==> src/rtl/pdisp_pkg.sv <==
// Shared types and constants for the periodic task dispatcher.
package pdisp_pkg;

    localparam int MAX_TASKS = 8;
    localparam int IDX_W     = (MAX_TASKS > 1) ? $clog2(MAX_TASKS) : 1;

    localparam int OP_W    = 2;
    localparam int PRIO_W  = 16;
    localparam int TIME_W  = 32;
    localparam int NAME_W  = 8;
    localparam int STAT_W  = 3;
    localparam int ID_W    = 4;

    localparam int S_TDATA_W = 88;
    localparam int M_TDATA_W = 8;

    localparam logic [OP_W-1:0] OP_CREATE = 2'd0;
    localparam logic [OP_W-1:0] OP_START  = 2'd1;
    localparam logic [OP_W-1:0] OP_TICK   = 2'd2;

    localparam logic [STAT_W-1:0] STAT_CREATED     = 3'd0;
    localparam logic [STAT_W-1:0] STAT_CREATE_FAIL = 3'd1;
    localparam logic [STAT_W-1:0] STAT_STARTED     = 3'd2;
    localparam logic [STAT_W-1:0] STAT_DUE         = 3'd3;
    localparam logic [STAT_W-1:0] STAT_NONE        = 3'd4;

    typedef logic [IDX_W-1:0]     idx_t;
    typedef logic [PRIO_W-1:0]    prio_t;
    typedef logic [TIME_W-1:0]    time_t;
    typedef logic [MAX_TASKS-1:0] mask_t;

endpackage

==> src/rtl/periodic_task_dispatcher.sv <==
// Periodic task dispatcher: task table, due check and priority-ordered dispatch.
//
// channel  direction  tdata (low bit up)                                tuser        tlast
// s_axis   in         priority_req[15:0] period_ms[47:16]              op[1:0]      -
//                     name_length[55:48] now_ms[87:56]
// m_axis   out        task_id[3:0], zero fill to 8 bits                 status[2:0]  last
//
// Create and start: result held in pend registers, then output in the emit step.
// Tick: a due check over every slot; then, per due task, a select pass over every
// slot and an emit step; with no task due, a single emit step follows the check.
// One shared 32-bit subtract/compare unit visits one slot a cycle.
// Input is taken only while idle; a held result stalls the emit step.
// Reset clears slot use flags and run stamps at once; no clearing pass.
module periodic_task_dispatcher
    import pdisp_pkg::*;
#(
    parameter int MAX_NAME = 16
)
(
    input  logic                 clk,
    input  logic                 rst_n,
    input  logic                 s_axis_tvalid,
    output logic                 s_axis_tready,
    input  logic [S_TDATA_W-1:0] s_axis_tdata,   // priority_req, period_ms, name_length, now_ms
    input  logic [OP_W-1:0]      s_axis_tuser,   // op
    output logic                 m_axis_tvalid,
    input  logic                 m_axis_tready,
    output logic [M_TDATA_W-1:0] m_axis_tdata,   // task_id
    output logic [STAT_W-1:0]    m_axis_tuser,   // status
    output logic                 m_axis_tlast
);

    localparam logic [1:0] ST_IDLE   = 2'd0;
    localparam logic [1:0] ST_CHECK  = 2'd1;
    localparam logic [1:0] ST_SELECT = 2'd2;
    localparam logic [1:0] ST_EMIT   = 2'd3;

    logic [1:0]        state_reg, state_next;
    idx_t              idx_reg, idx_next;
    mask_t             due_reg, due_next;
    logic              best_valid_reg, best_valid_next;
    prio_t             best_prio_reg, best_prio_next;
    idx_t              best_idx_reg, best_idx_next;
    time_t             now_reg, now_next;
    logic [STAT_W-1:0] pend_status_reg, pend_status_next;
    logic [ID_W-1:0]   pend_id_reg, pend_id_next;
    logic              pend_last_reg, pend_last_next;
    logic              out_valid_reg, out_valid_next;
    logic [STAT_W-1:0] out_status_reg, out_status_next;
    logic [ID_W-1:0]   out_id_reg, out_id_next;
    logic              out_last_reg, out_last_next;
    mask_t             slot_used_reg, slot_used_next;

    prio_t             prio_reg [MAX_TASKS];
    time_t             period_reg [MAX_TASKS];
    time_t             last_run_reg [MAX_TASKS];

    logic [OP_W-1:0]   in_op;
    prio_t             in_prio;
    time_t             in_period;
    logic [NAME_W-1:0] in_name_len;
    time_t             in_now;
    logic              accept;

    logic              free_found;
    idx_t              free_idx;
    logic              create_we;
    logic              start_we;
    logic              stamp_we;

    time_t             cmp_a, cmp_b;
    logic              cmp_lt;
    logic              check_due;
    logic              cand_better;
    logic              last_idx;
    idx_t              sel_idx;
    mask_t             due_set;
    mask_t             due_left;
    logic              out_free;

    assign in_op       = s_axis_tuser;
    assign in_prio     = s_axis_tdata[15:0];
    assign in_period   = s_axis_tdata[47:16];
    assign in_name_len = s_axis_tdata[55:48];
    assign in_now      = s_axis_tdata[87:56];

    assign s_axis_tready = (state_reg == ST_IDLE);
    assign accept        = s_axis_tvalid && s_axis_tready;

    assign m_axis_tvalid = out_valid_reg;
    assign m_axis_tdata  = M_TDATA_W'(out_id_reg);
    assign m_axis_tuser  = out_status_reg;
    assign m_axis_tlast  = out_last_reg;

    always_comb
    begin
        free_found = 1'b0;
        free_idx   = '0;
        for (int i = MAX_TASKS - 1; i >= 0; i--)
        begin
            if (!slot_used_reg[i])
            begin
                free_found = 1'b1;
                free_idx   = IDX_W'(i);
            end
        end
    end

    // shared unit: elapsed-vs-period during check, priority-vs-best during select
    always_comb
    begin
        if (state_reg == ST_CHECK)
        begin
            cmp_a = now_reg - last_run_reg[idx_reg];
            cmp_b = period_reg[idx_reg];
        end
        else
        begin
            cmp_a = TIME_W'(prio_reg[idx_reg]);
            cmp_b = TIME_W'(best_prio_reg);
        end
    end

    assign cmp_lt      = (cmp_a < cmp_b);
    assign check_due   = slot_used_reg[idx_reg] && !cmp_lt;
    assign cand_better = due_reg[idx_reg] && (!best_valid_reg || cmp_lt);
    assign last_idx    = (idx_reg == IDX_W'(MAX_TASKS - 1));
    assign sel_idx     = cand_better ? idx_reg : best_idx_reg;
    assign due_set     = due_reg | (mask_t'(check_due) << idx_reg);
    assign due_left    = due_reg & ~(mask_t'(1) << sel_idx);
    assign out_free    = !out_valid_reg || m_axis_tready;

    always_comb
    begin
        state_next       = state_reg;
        idx_next         = idx_reg;
        due_next         = due_reg;
        best_valid_next  = best_valid_reg;
        best_prio_next   = best_prio_reg;
        best_idx_next    = best_idx_reg;
        now_next         = now_reg;
        pend_status_next = pend_status_reg;
        pend_id_next     = pend_id_reg;
        pend_last_next   = pend_last_reg;
        out_valid_next   = out_valid_reg && !m_axis_tready;
        out_status_next  = out_status_reg;
        out_id_next      = out_id_reg;
        out_last_next    = out_last_reg;
        slot_used_next   = slot_used_reg;
        create_we        = 1'b0;
        start_we         = 1'b0;
        stamp_we         = 1'b0;

        case (state_reg)
            ST_IDLE:
            begin
                if (accept)
                begin
                    pend_last_next = 1'b1;
                    pend_id_next   = '0;
                    case (in_op)
                        OP_CREATE:
                        begin
                            state_next = ST_EMIT;
                            if ((in_name_len > NAME_W'(MAX_NAME)) || !free_found)
                            begin
                                pend_status_next = STAT_CREATE_FAIL;
                            end
                            else
                            begin
                                create_we                = 1'b1;
                                slot_used_next[free_idx] = 1'b1;
                                pend_status_next         = STAT_CREATED;
                                pend_id_next             = ID_W'(free_idx) + ID_W'(1);
                            end
                        end
                        OP_START:
                        begin
                            start_we         = 1'b1;
                            pend_status_next = STAT_STARTED;
                            state_next       = ST_EMIT;
                        end
                        OP_TICK:
                        begin
                            now_next   = in_now;
                            idx_next   = '0;
                            due_next   = '0;
                            state_next = ST_CHECK;
                        end
                        default:
                        begin
                            state_next = ST_IDLE;
                        end
                    endcase
                end
            end
            ST_CHECK:
            begin
                due_next = due_set;
                if (last_idx)
                begin
                    idx_next = '0;
                    if (due_set == '0)
                    begin
                        pend_status_next = STAT_NONE;
                        pend_id_next     = '0;
                        pend_last_next   = 1'b1;
                        state_next       = ST_EMIT;
                    end
                    else
                    begin
                        best_valid_next = 1'b0;
                        state_next      = ST_SELECT;
                    end
                end
                else
                begin
                    idx_next = idx_reg + IDX_W'(1);
                end
            end
            ST_SELECT:
            begin
                if (cand_better)
                begin
                    best_valid_next = 1'b1;
                    best_prio_next  = prio_reg[idx_reg];
                    best_idx_next   = idx_reg;
                end
                if (last_idx)
                begin
                    best_idx_next    = sel_idx;
                    pend_status_next = STAT_DUE;
                    pend_id_next     = ID_W'(sel_idx) + ID_W'(1);
                    pend_last_next   = (due_left == '0);
                    idx_next         = '0;
                    state_next       = ST_EMIT;
                end
                else
                begin
                    idx_next = idx_reg + IDX_W'(1);
                end
            end
            ST_EMIT:
            begin
                if (out_free)
                begin
                    out_valid_next  = 1'b1;
                    out_status_next = pend_status_reg;
                    out_id_next     = pend_id_reg;
                    out_last_next   = pend_last_reg;
                    if (pend_status_reg == STAT_DUE)
                    begin
                        stamp_we               = 1'b1;
                        due_next[best_idx_reg] = 1'b0;
                    end
                    if (pend_last_reg)
                    begin
                        state_next = ST_IDLE;
                    end
                    else
                    begin
                        idx_next        = '0;
                        best_valid_next = 1'b0;
                        state_next      = ST_SELECT;
                    end
                end
            end
            default:
            begin
                state_next = ST_IDLE;
            end
        endcase
    end

    always_ff @(posedge clk or negedge rst_n)
    begin
        if (!rst_n)
        begin
            state_reg      <= ST_IDLE;
            idx_reg        <= '0;
            due_reg        <= '0;
            best_valid_reg <= 1'b0;
            pend_last_reg  <= 1'b0;
            out_valid_reg  <= 1'b0;
            slot_used_reg  <= '0;
        end
        else
        begin
            state_reg      <= state_next;
            idx_reg        <= idx_next;
            due_reg        <= due_next;
            best_valid_reg <= best_valid_next;
            pend_last_reg  <= pend_last_next;
            out_valid_reg  <= out_valid_next;
            slot_used_reg  <= slot_used_next;
        end
    end

    always_ff @(posedge clk)
    begin
        best_prio_reg   <= best_prio_next;
        best_idx_reg    <= best_idx_next;
        now_reg         <= now_next;
        pend_status_reg <= pend_status_next;
        pend_id_reg     <= pend_id_next;
        out_status_reg  <= out_status_next;
        out_id_reg      <= out_id_next;
        out_last_reg    <= out_last_next;
        if (create_we)
        begin
            prio_reg[free_idx]   <= in_prio;
            period_reg[free_idx] <= in_period;
        end
    end

    always_ff @(posedge clk or negedge rst_n)
    begin
        if (!rst_n)
        begin
            for (int i = 0; i < MAX_TASKS; i++)
            begin
                last_run_reg[i] <= '0;
            end
        end
        else if (start_we)
        begin
            for (int i = 0; i < MAX_TASKS; i++)
            begin
                last_run_reg[i] <= in_now;
            end
        end
        else if (stamp_we)
        begin
            last_run_reg[best_idx_reg] <= now_reg;
        end
    end

endmodule

==> config.mk <==
export PLATFORM = sky130hd
export DESIGN_NAME = periodic_task_dispatcher
export DESIGN_NICKNAME = d
export VERILOG_FILES = /design/src/rtl/pdisp_pkg.sv /design/src/rtl/periodic_task_dispatcher.sv
export SDC_FILE = /design/constraint.sdc
export NUM_CORES = 1
export LEC_CHECK = 0
export ABC_CLOCK_PERIOD_IN_PS = 9400
export BUFFER_PORTS_ARGS = -buffer_cell sky130_fd_sc_hd__buf_2
export CAP_MARGIN = 15
export CELL_PAD_IN_SITES_DETAIL_PLACEMENT = 1
export CELL_PAD_IN_SITES_GLOBAL_PLACEMENT = 1
export CORE_MARGIN = 2
export CORE_UTILIZATION = 52
export CTS_CLUSTER_DIAMETER = 100
export DETAILED_ROUTE_END_ITERATION = 16
export PLACE_DENSITY = 0.83
export SETUP_SLACK_MARGIN = 0.5
export SLEW_MARGIN = 20
export SYNTH_ARGS = -nofsm -noshare
export SYNTH_HDL_FRONTEND = slang
export SYNTH_SLANG_ARGS = --single-unit
==> constraint.sdc <==
create_clock -name clk -period 9.4 [get_ports clk]
set_input_delay 1.41 -clock clk [delete_from_list [all_inputs] [get_ports clk]]
set_output_delay 1.41 -clock clk [all_outputs]
set_load 0.1 [all_outputs]
==> metrics.md, run 1 <==
| Metric | Value |
|---|---|
| Outcome | `finished, final reports clean` |
| Peak supply drop | `0.1967 mV` |
| Sequential-to-total area share from yosys stat | `61.56%` |
| Clock tree from TritonCTS | `yes` |
| Global Route Usage Sum | `between 30% and 40%` |
| Min-delay worst type | `flip-flop to flip-flop` |
| Fraction of layout cells with a size suffix above 1 | `17.16%` |
| Die outline area | `66140 µm²` |
| Count of flip-flops with a built-in enable after synthesis | `450` |
| Start point of the critical path | `idx_reg[1]` |
| Seq pwr share | `between 30% and 40%` |
| Root Buffer Master | `clkbuf_16` |
| Wire length of the first global-routing pass | `between 150000 and 200000 µm` |
| Hold depth | `0` |
| RSZ-0062 raised after global routing | `false` |
| Core ar. | `about 63000 µm²` |
| FF+latch count, synth | `730` |
| Top-area cell type share of the netlist area | `40.54%` |
| Fillers | `around 6k` |
| Cts bufs inserted | `between 70 and 80` |
| Most common library cell in the layout ignoring fill and taps | `nand2_1` |
| DRT Pass-1 Iters | `5` |
| Antenna violations before repair | `7` |
| Number of sinks driven by the clock tree | `730` |
| Average footprint of a synthesized cell | `between 10 and 15 µm²` |
| Sum of routed wire length over all layers | `106300 µm` |
| Depth of the worst register-to-register path | `22` |
| Finish-stage setup viols | `0` |
| Commonest cells after routing, fill and taps aside | `nand2_1, edfxtp_1, dfrtp_1, a31oi_1, mux4_2` |
| Combinational Power Share | `40.5%` |
| Placed instance count | `3453` |
| Synth async-reset ratio | `38.36%` |
| Final worst path period need | `about 8200 ps` |
| Capturing element of the worst setup path | `pend_status_reg[2]` |
| Gp weighted congestion | `0.8622` |
| Cell area after synthesis | `33330 µm²` |
| Die outline height | `approximately 260 µm` |
| Reg2reg end | `pend_status_reg[2]` |
| Clock slew at reported path FFs | `~70 ps` |
| Share of the cycle needed by the critical path after routing | `between 80 and 90%` |
| Sum Neg Setup Slack | `0 ps` |
| Die width | `257.2 µm` |
| Clock latency of the later-clocked register in the worst-skew pair | `roughly 680 ps` |
| Clock Skews | `roughly 70 ps` |
| PD cells | `348.6 nW/µm²` |
| Maximum number of pins on one net before global-route repair | `174` |
| Site Rows | `between 90 and 100` |
| Startpoint of the most critical hold path | `pend_id_reg[3]` |
| Clock network fraction of total power | `24.4%` |
| Most area-hungry cell type in the Yosys netlist | `edfxtp_1` |
| # Post-CTS Setup Buffers | `0` |
| Leak Pwr | `about 14 nW` |
| Maximum root-to-sink buffer count | `3` |
| Number of routed nets with antenna violations | `0` |
| IO Port Bufs | `103` |
| Initial core utilization | `between 50% and 60%` |
| Via count of the first global-routing pass | `between 20k and 30k` |
| Detailed-route vias per instance | `approximately 6.6` |
| Internal power contribution | `between 7 and 8 mW` |
| Critical path fanouts, max | `28` |
| Total number of vias | `~24k` |
| Normalized max-slew margin | `about a third` |
| Setup crit end kind | `flip-flop` |
| Worst hold slack after final layout | `441.5 ps` |
| Initial detailed-routing violation count | `roughly 2.8k` |
| Critical path start-end classification | `flip-flop to flip-flop` |
| Estimated wirelength of the detail-placed design | `around 60000 µm` |
| Startpoint of the worst-slack reg-to-reg timing path | `idx_reg[1]` |
| Count of placed standard cells in the final layout, fillers left out | `about 3.6k` |
| Worst-margin pin slew | `a little over 1000 ps` |
| Maximum frequency from static timing analysis | `~0.12 GHz` |
| Layout-stage area growth over the synthesis result | `11.76%` |
| Flip-flop cell with the highest count after synthesis | `edfxtp_1` |
| Startpoint type of the worst setup path | `flip-flop` |
| Unique masters post-synth | `a little under 70` |
| Register-to-Register Setup Slack | `between 1000 and 1500 ps` |
| Post-route DRC | `0` |
| H-Tree Level Count | `3` |
| Switching power summed over all nets | `5.055 mW` |
| Largest cells by area after synthesis | `edfxtp_1, dfrtp_1, mux4_2, nand2_1, a31oi_1` |
| Number of primary I/O pins | `108` |
| Yosys synthesis warning count | `0` |
| Number of nets in the finished design | `2860` |
| Count of pins over their slew limit | `0` |
| Max-cap violations | `0` |
| DR WL/cell | `between 20 and 30 µm` |
| # resized after CTS | `0` |
| Total overflow reported by the global router | `0` |
| Fraction of power spent switching nets | `38.92%` |
| Hold Vio Cnt, Final | `0` |
| Required time reported for the critical path endpoint | `between 9000 and 10000 ps` |
| Hold-fix buffers, CTS | `0` |
| CP Data Arrival Time | `8460 ps` |
| Number of instances in the synthesized netlist | `2647` |
-- cell type report --
type | instances | area, µm² | area share (%)
clock inverter | 44 | 469.2 | 1.260
antenna | 7 | 17.52 | 0.04702
inverter | 31 | 118.9 | 0.3191
multi-input combinational | 1699 | 12040 | 32.32
tap | 846 | 1059 | 2.842
clock buffer | 99 | 2125 | 5.703
sequential | 730 | 20530 | 55.11
timing repair buffer | 148 | 895.9 | 2.405
-- cells by family after synthesis --
group                      count (synthesis)  synth area share, %
and+or+nand+nor                          916                11.08
other                                      1              0.01125
DFF                                      730                61.56
AOI/OAI and AO/OA                        469                8.750
muxes                                    207                12.32
adders and majority gates                 77                2.913
buffers and inverters                    221                2.673
xor gates and xnor gates                  26               0.6832
-- power by group through the flow --
stage                     sequential [mW]  combinational (mW)  clock (mW)
after global placement               4.50                4.73           0
after detailed placement             4.56                5.02           0
after CTS                            4.53                5.17        3.18
final                                4.55                5.27        3.17
after floorplan                      4.43                3.55           0
after global routing                 4.61                5.65        3.30
-- synthesized netlist by cell type, types with 3 or more instances --
master	n
o21bai_1	3
o211ai_1	5
nand2b_1	16
nor2b_1	9
xnor2_1	13
ha_1	76
inv_1	30
a21boi_0	5
nand3_1	17
a2111oi_0	4
buf_4	4
edfxtp_1	450
nand4_1	9
dfrtp_1	280
mux2i_1	38
or3_1	7
a211oi_1	4
and2_1	7
nor3_1	9
nor3b_1	4
a21oi_1	101
mux2_2	7
clkbuf_2	30
buf_1	36
mux4_2	162
xor2_1	13
clkbuf_1	118
a31oi_1	261
a22oi_1	3
a221oi_1	3
nand3b_1	3
o21ai_0	34
o41ai_1	3
nor2_1	106
and3_1	6
o21a_1	4
or2_2	6
o31ai_1	6
nand2_1	708
a21o_1	9
-- critical path, stage by stage, from the launching register on --
cell	delay [ps]
dfrtp_4	770
buf_4	490
mux4_2	400
mux2i_1	260
ha_1	330
a21o_1	180
a221oi_1	470
o21ai_1	280
nand3_1	190
a21oi_1	100
o41ai_1	460
o21ai_0	270
and3_1	230
or4_1	510
ha_1	320
a21oi_1	140
nand2_1	70
a21oi_1	140
o211ai_1	240
nor3_1	410
o2111ai_1	330
a2111oi_4	670
a21boi_0	460
-- worst min path at each step --
stage | to
finish | out_id_reg[3]
global placement | out_id_reg[0]
floorplan | out_id_reg[0]
global route | out_id_reg[2]
CTS | out_id_reg[3]
detailed placement | out_id_reg[3]
-- stage by stage --
stage	cell area [µm²]	power (mW)	utilization (%)	setup slack [ps]
CTS	37210	12.88	58.87	1229
floorplan	33340	7.983	-	1704
detailed placement	34610	9.581	54.77	1354
finish	37250	12.99	58.95	1208
global placement	34610	9.230	54.77	1518
global route	37240	13.56	58.93	622.9
-- layer usage --
metal / vias up / global-route usage [%] / part of all wire [%]
met1: 12370 / 40.95 / 37
met2: 1368 / 52.20 / 49
met4: 2 / 16.70 / 4.6
met3: 358 / 6.619 / 9.2
met5: - / 0 / 0.011
li1: 9865 / - / -
(Power assumes the default switching activity.)
==> run 2: changes to the inputs <==
--- a/config.mk
+++ b/config.mk
@@ -14,6 +14,7 @@
 export CORE_UTILIZATION = 52
 export CTS_CLUSTER_DIAMETER = 100
 export DETAILED_ROUTE_END_ITERATION = 16
+export MAX_ROUTING_LAYER = met4
 export PLACE_DENSITY = 0.83
 export SETUP_SLACK_MARGIN = 0.5
 export SLEW_MARGIN = 20
==> run 2 against run 1 <==
  * First-iteration DRC count is 13% lower
  * Highest routed layer is now met4
  * Largest cell class unchanged
  * Hold slack got worse by 5.6 ps
  * Critical path type unchanged
  * Non-clock buffer count shrank 2
==> metrics.md, run 2 (synthesis gave the netlist of run 1 again) <==
| Metric | Value |
|---|---|
| Combinational Power Share | `40.1% (-0.4 points)` |
| Initial detailed-routing violation count | `2405 (-13%)` |
| Number of primary I/O pins | `108 (unchanged)` |
| Placed instance count | `3451 (-0.058%)` |
| Seq pwr share | `35.3% (+0.3 points)` |
| Minimum setup slack after placement | `1308 ps (-45.97 ps)` |
| Antenna violations before repair | `6 (-1)` |
| Fraction of layout cells with a size suffix above 1 | `17.20% (+0.043 points)` |
| Sum of routed wire length over all layers | `101700 µm (-4.4%)` |
| Share of the cycle needed by the critical path after routing | `88.78% (+1.6 points)` |
| Count of placed standard cells in the final layout, fillers left out | `3602 (-0.055%)` |
| Die outline area | `66140 µm² (unchanged)` |
| Initial core utilization | `52.74% (unchanged)` |
| Outcome | `finished, final reports clean` |
| Total overflow reported by the global router | `0 (unchanged)` |
| Root Buffer Master | `clkbuf_16` |
| Slowest cell on the critical path | `dfrtp_4` |
| Clock slew at reported path FFs | `70 ps (about the same)` |
| Largest delay share family, worst path | `compound AO/OA/AOI/OAI gates` |
| Estimated wirelength of the detail-placed design | `58480 µm (-2.4%)` |
| Commonest cells after routing, fill and taps aside | `nand2_1, edfxtp_1, dfrtp_1, a31oi_1, mux4_2` |
| Global Route Usage Sum | `31.92% (-0.19 points)` |
| Endpoint, Worst Hold | `out_id_reg[2]` |
| Normalized max-slew margin | `37.34% (+5.0 points)` |
| Hold depth | `0 (unchanged)` |
| Cell depth of the worst setup path | `26 (+18%)` |
| Depth of the worst register-to-register path | `26 (+18%)` |
| CP Data Arrival Time | `8710 ps (+250 ps)` |
| Register-to-Register Setup Slack | `1050 ps (-150 ps)` |
| Die outline height | `257.2 µm (unchanged)` |
| Worst hold slack after final layout | `435.9 ps (-5.584 ps)` |
| Startpoint type of the worst setup path | `flip-flop` |
| # Post-CTS Setup Buffers | `0 (unchanged)` |
| Reg2reg end | `pend_id_reg[2]` |
| Least setup slack across all paths after layout | `1055 ps (-152.8 ps)` |
| Gp weighted congestion | `0.8705 (+0.96%)` |
| Die width | `257.2 µm (unchanged)` |
| Setup crit end kind | `flip-flop` |
| Clock Skews | `34.70 ps (-35.17 ps)` |
| Number of routed nets with antenna violations | `0 (unchanged)` |
| H-Tree Level Count | `3 (unchanged)` |
| Most common library cell in the layout ignoring fill and taps | `nand2_1` |
| Maximum frequency from static timing analysis | `0.1198 GHz (-1.8%)` |
| Startpoint of the most critical hold path | `pend_id_reg[2]` |
| Min-delay worst type | `flip-flop to flip-flop` |
| Finish-stage setup viols | `0 (unchanged)` |
| Worst-margin pin slew | `939.9 ps (-74.93 ps)` |
| Maximum number of pins on one net before global-route repair | `181 (+4.0%)` |
| WP buf/inv | `2 (+1)` |
| Critical path start-end classification | `flip-flop to flip-flop` |
| Required time reported for the critical path endpoint | `9770 ps (+110 ps)` |
| Max-cap violations | `0 (unchanged)` |
| Count of pins over their slew limit | `0 (unchanged)` |
| Clock network fraction of total power | `24.6% (+0.2 points)` |
| Core ar. | `63200 µm² (unchanged)` |
| RSZ-0062 raised after global routing | `false` |
| Sum Neg Setup Slack | `0 ps (unchanged)` |
| Post-route DRC | `0 (unchanged)` |
| Detailed-route vias per instance | `6.559 (-1.4%)` |
| Number of nets in the finished design | `2856 (-0.14%)` |
| # resized after CTS | `0 (unchanged)` |
| Clock latency of the later-clocked register in the worst-skew pair | `650 ps (-30 ps)` |
| PD cells | `344.7 nW/µm² (-1.1%)` |
| Via count of the first global-routing pass | `25.73k (-1.3%)` |
| Wire length of the first global-routing pass | `155400 µm (-2.8%)` |
| Fraction of power spent switching nets | `38.22% (-0.71 points)` |
| Startpoint of the worst-slack reg-to-reg timing path | `idx_reg[1]` |
| Total number of vias | `23.62k (-1.4%)` |
| Clock tree from TritonCTS | `yes` |
| Internal power contribution | `7.939 mW (about the same)` |
| Cts bufs inserted | `77 (-2.5%)` |
| DRT Pass-1 Iters | `5 (unchanged)` |
| Max incr delay on CP | `960 ps (+190 ps)` |
| IO Port Bufs | `103 (unchanged)` |
| Number of sinks driven by the clock tree | `730 (unchanged)` |
| Final worst path period need | `8345 ps (+152.8 ps)` |
| Critical path fanouts, max | `53 (+89%)` |
| DR WL/cell | `28.22 µm (-4.3%)` |
| Hold-fix buffers, CTS | `0 (unchanged)` |
| Total chip power | `12.85 mW (-1.0%)` |
| Switching power summed over all nets | `4.911 mW (-2.8%)` |
| Leak Pwr | `14.15 nW (about the same)` |
| Site Rows | `92 (unchanged)` |
| Layout-stage area growth over the synthesis result | `11.83% (about the same)` |
| Peak supply drop | `0.2014 mV (+2.4%)` |
| Hold Vio Cnt, Final | `0 (unchanged)` |
| Maximum root-to-sink buffer count | `3 (unchanged)` |
## run 2: cell count changes in the layout (fill, tap and decap cells not counted)
cell        change
clkbuf_16       -4
clkbuf_1        -2
bufinv_16       +2
inv_8           +1
inv_6           +3
clkinv_8        -2
clkinv_16       +1
clkinvlp_4      +3
buf_4           -3
clkinv_2        -5
diode_2         -1
buf_12          +1
clkbuf_8        +2
clkinv_4        +2
## run 2: worst max-delay path by stage
stage / endpoint / slack [ps] / start
3_5_place_dp: pend_status_reg[2] / 1310 / idx_reg[0]
6_report: pend_id_reg[2] / 1050 / idx_reg[1]
4_1_cts: pend_id_reg[2] / 1130 / idx_reg[1]
5_1_grt: pend_id_reg[2] / 610 / idx_reg[1]
2_1_floorplan: pend_id_reg[2] / 1700 / idx_reg[0]
3_3_place_gp: pend_status_reg[2] / 1550 / idx_reg[1]
## run 2: power groups by stage
| stage | registers, mW | clock network, mW | logic (mW) |
|---|---|---|---|
| finish | 4.54 | 3.16 | 5.16 |
| global route | 4.60 | 3.30 | 5.56 |
| CTS | 4.53 | 3.18 | 5.09 |
| detailed placement | 4.57 | 0 | 4.99 |
| global placement | 4.52 | 0 | 4.73 |
| floorplan | 4.43 | 0 | 3.55 |
## run 2: through the flow
step	utilization, %	instance area [µm²]
floorplan	-	33340
global placement	54.77	34610
detailed placement	54.77	34610
CTS	58.92	37230
global route	58.98	37270
finish	58.98	37280
## run 2: layout make-up
| cell class | instances | area [µm²] |
|---|---|---|
| antenna | 6 | 15.01 |
| sequential | 730 | 20530 |
| inverter | 31 | 118.9 |
| tap | 846 | 1059 |
| clock inverter | 49 | 579.3 |
| multi-input combinational | 1699 | 12040 |
| clock buffer | 95 | 2044 |
| fill | 6156 | 25920 |
| timing repair buffer | 146 | 893.4 |
## run 2: metal layers
metal	up-vias	track usage [%]	wire length, µm
met1	12280	40.11	39580
met3	281	5.743	8116
met5	-	-	0
met4	0	15.71	4019
li1	9878	-	-
met2	1189	50.34	49940
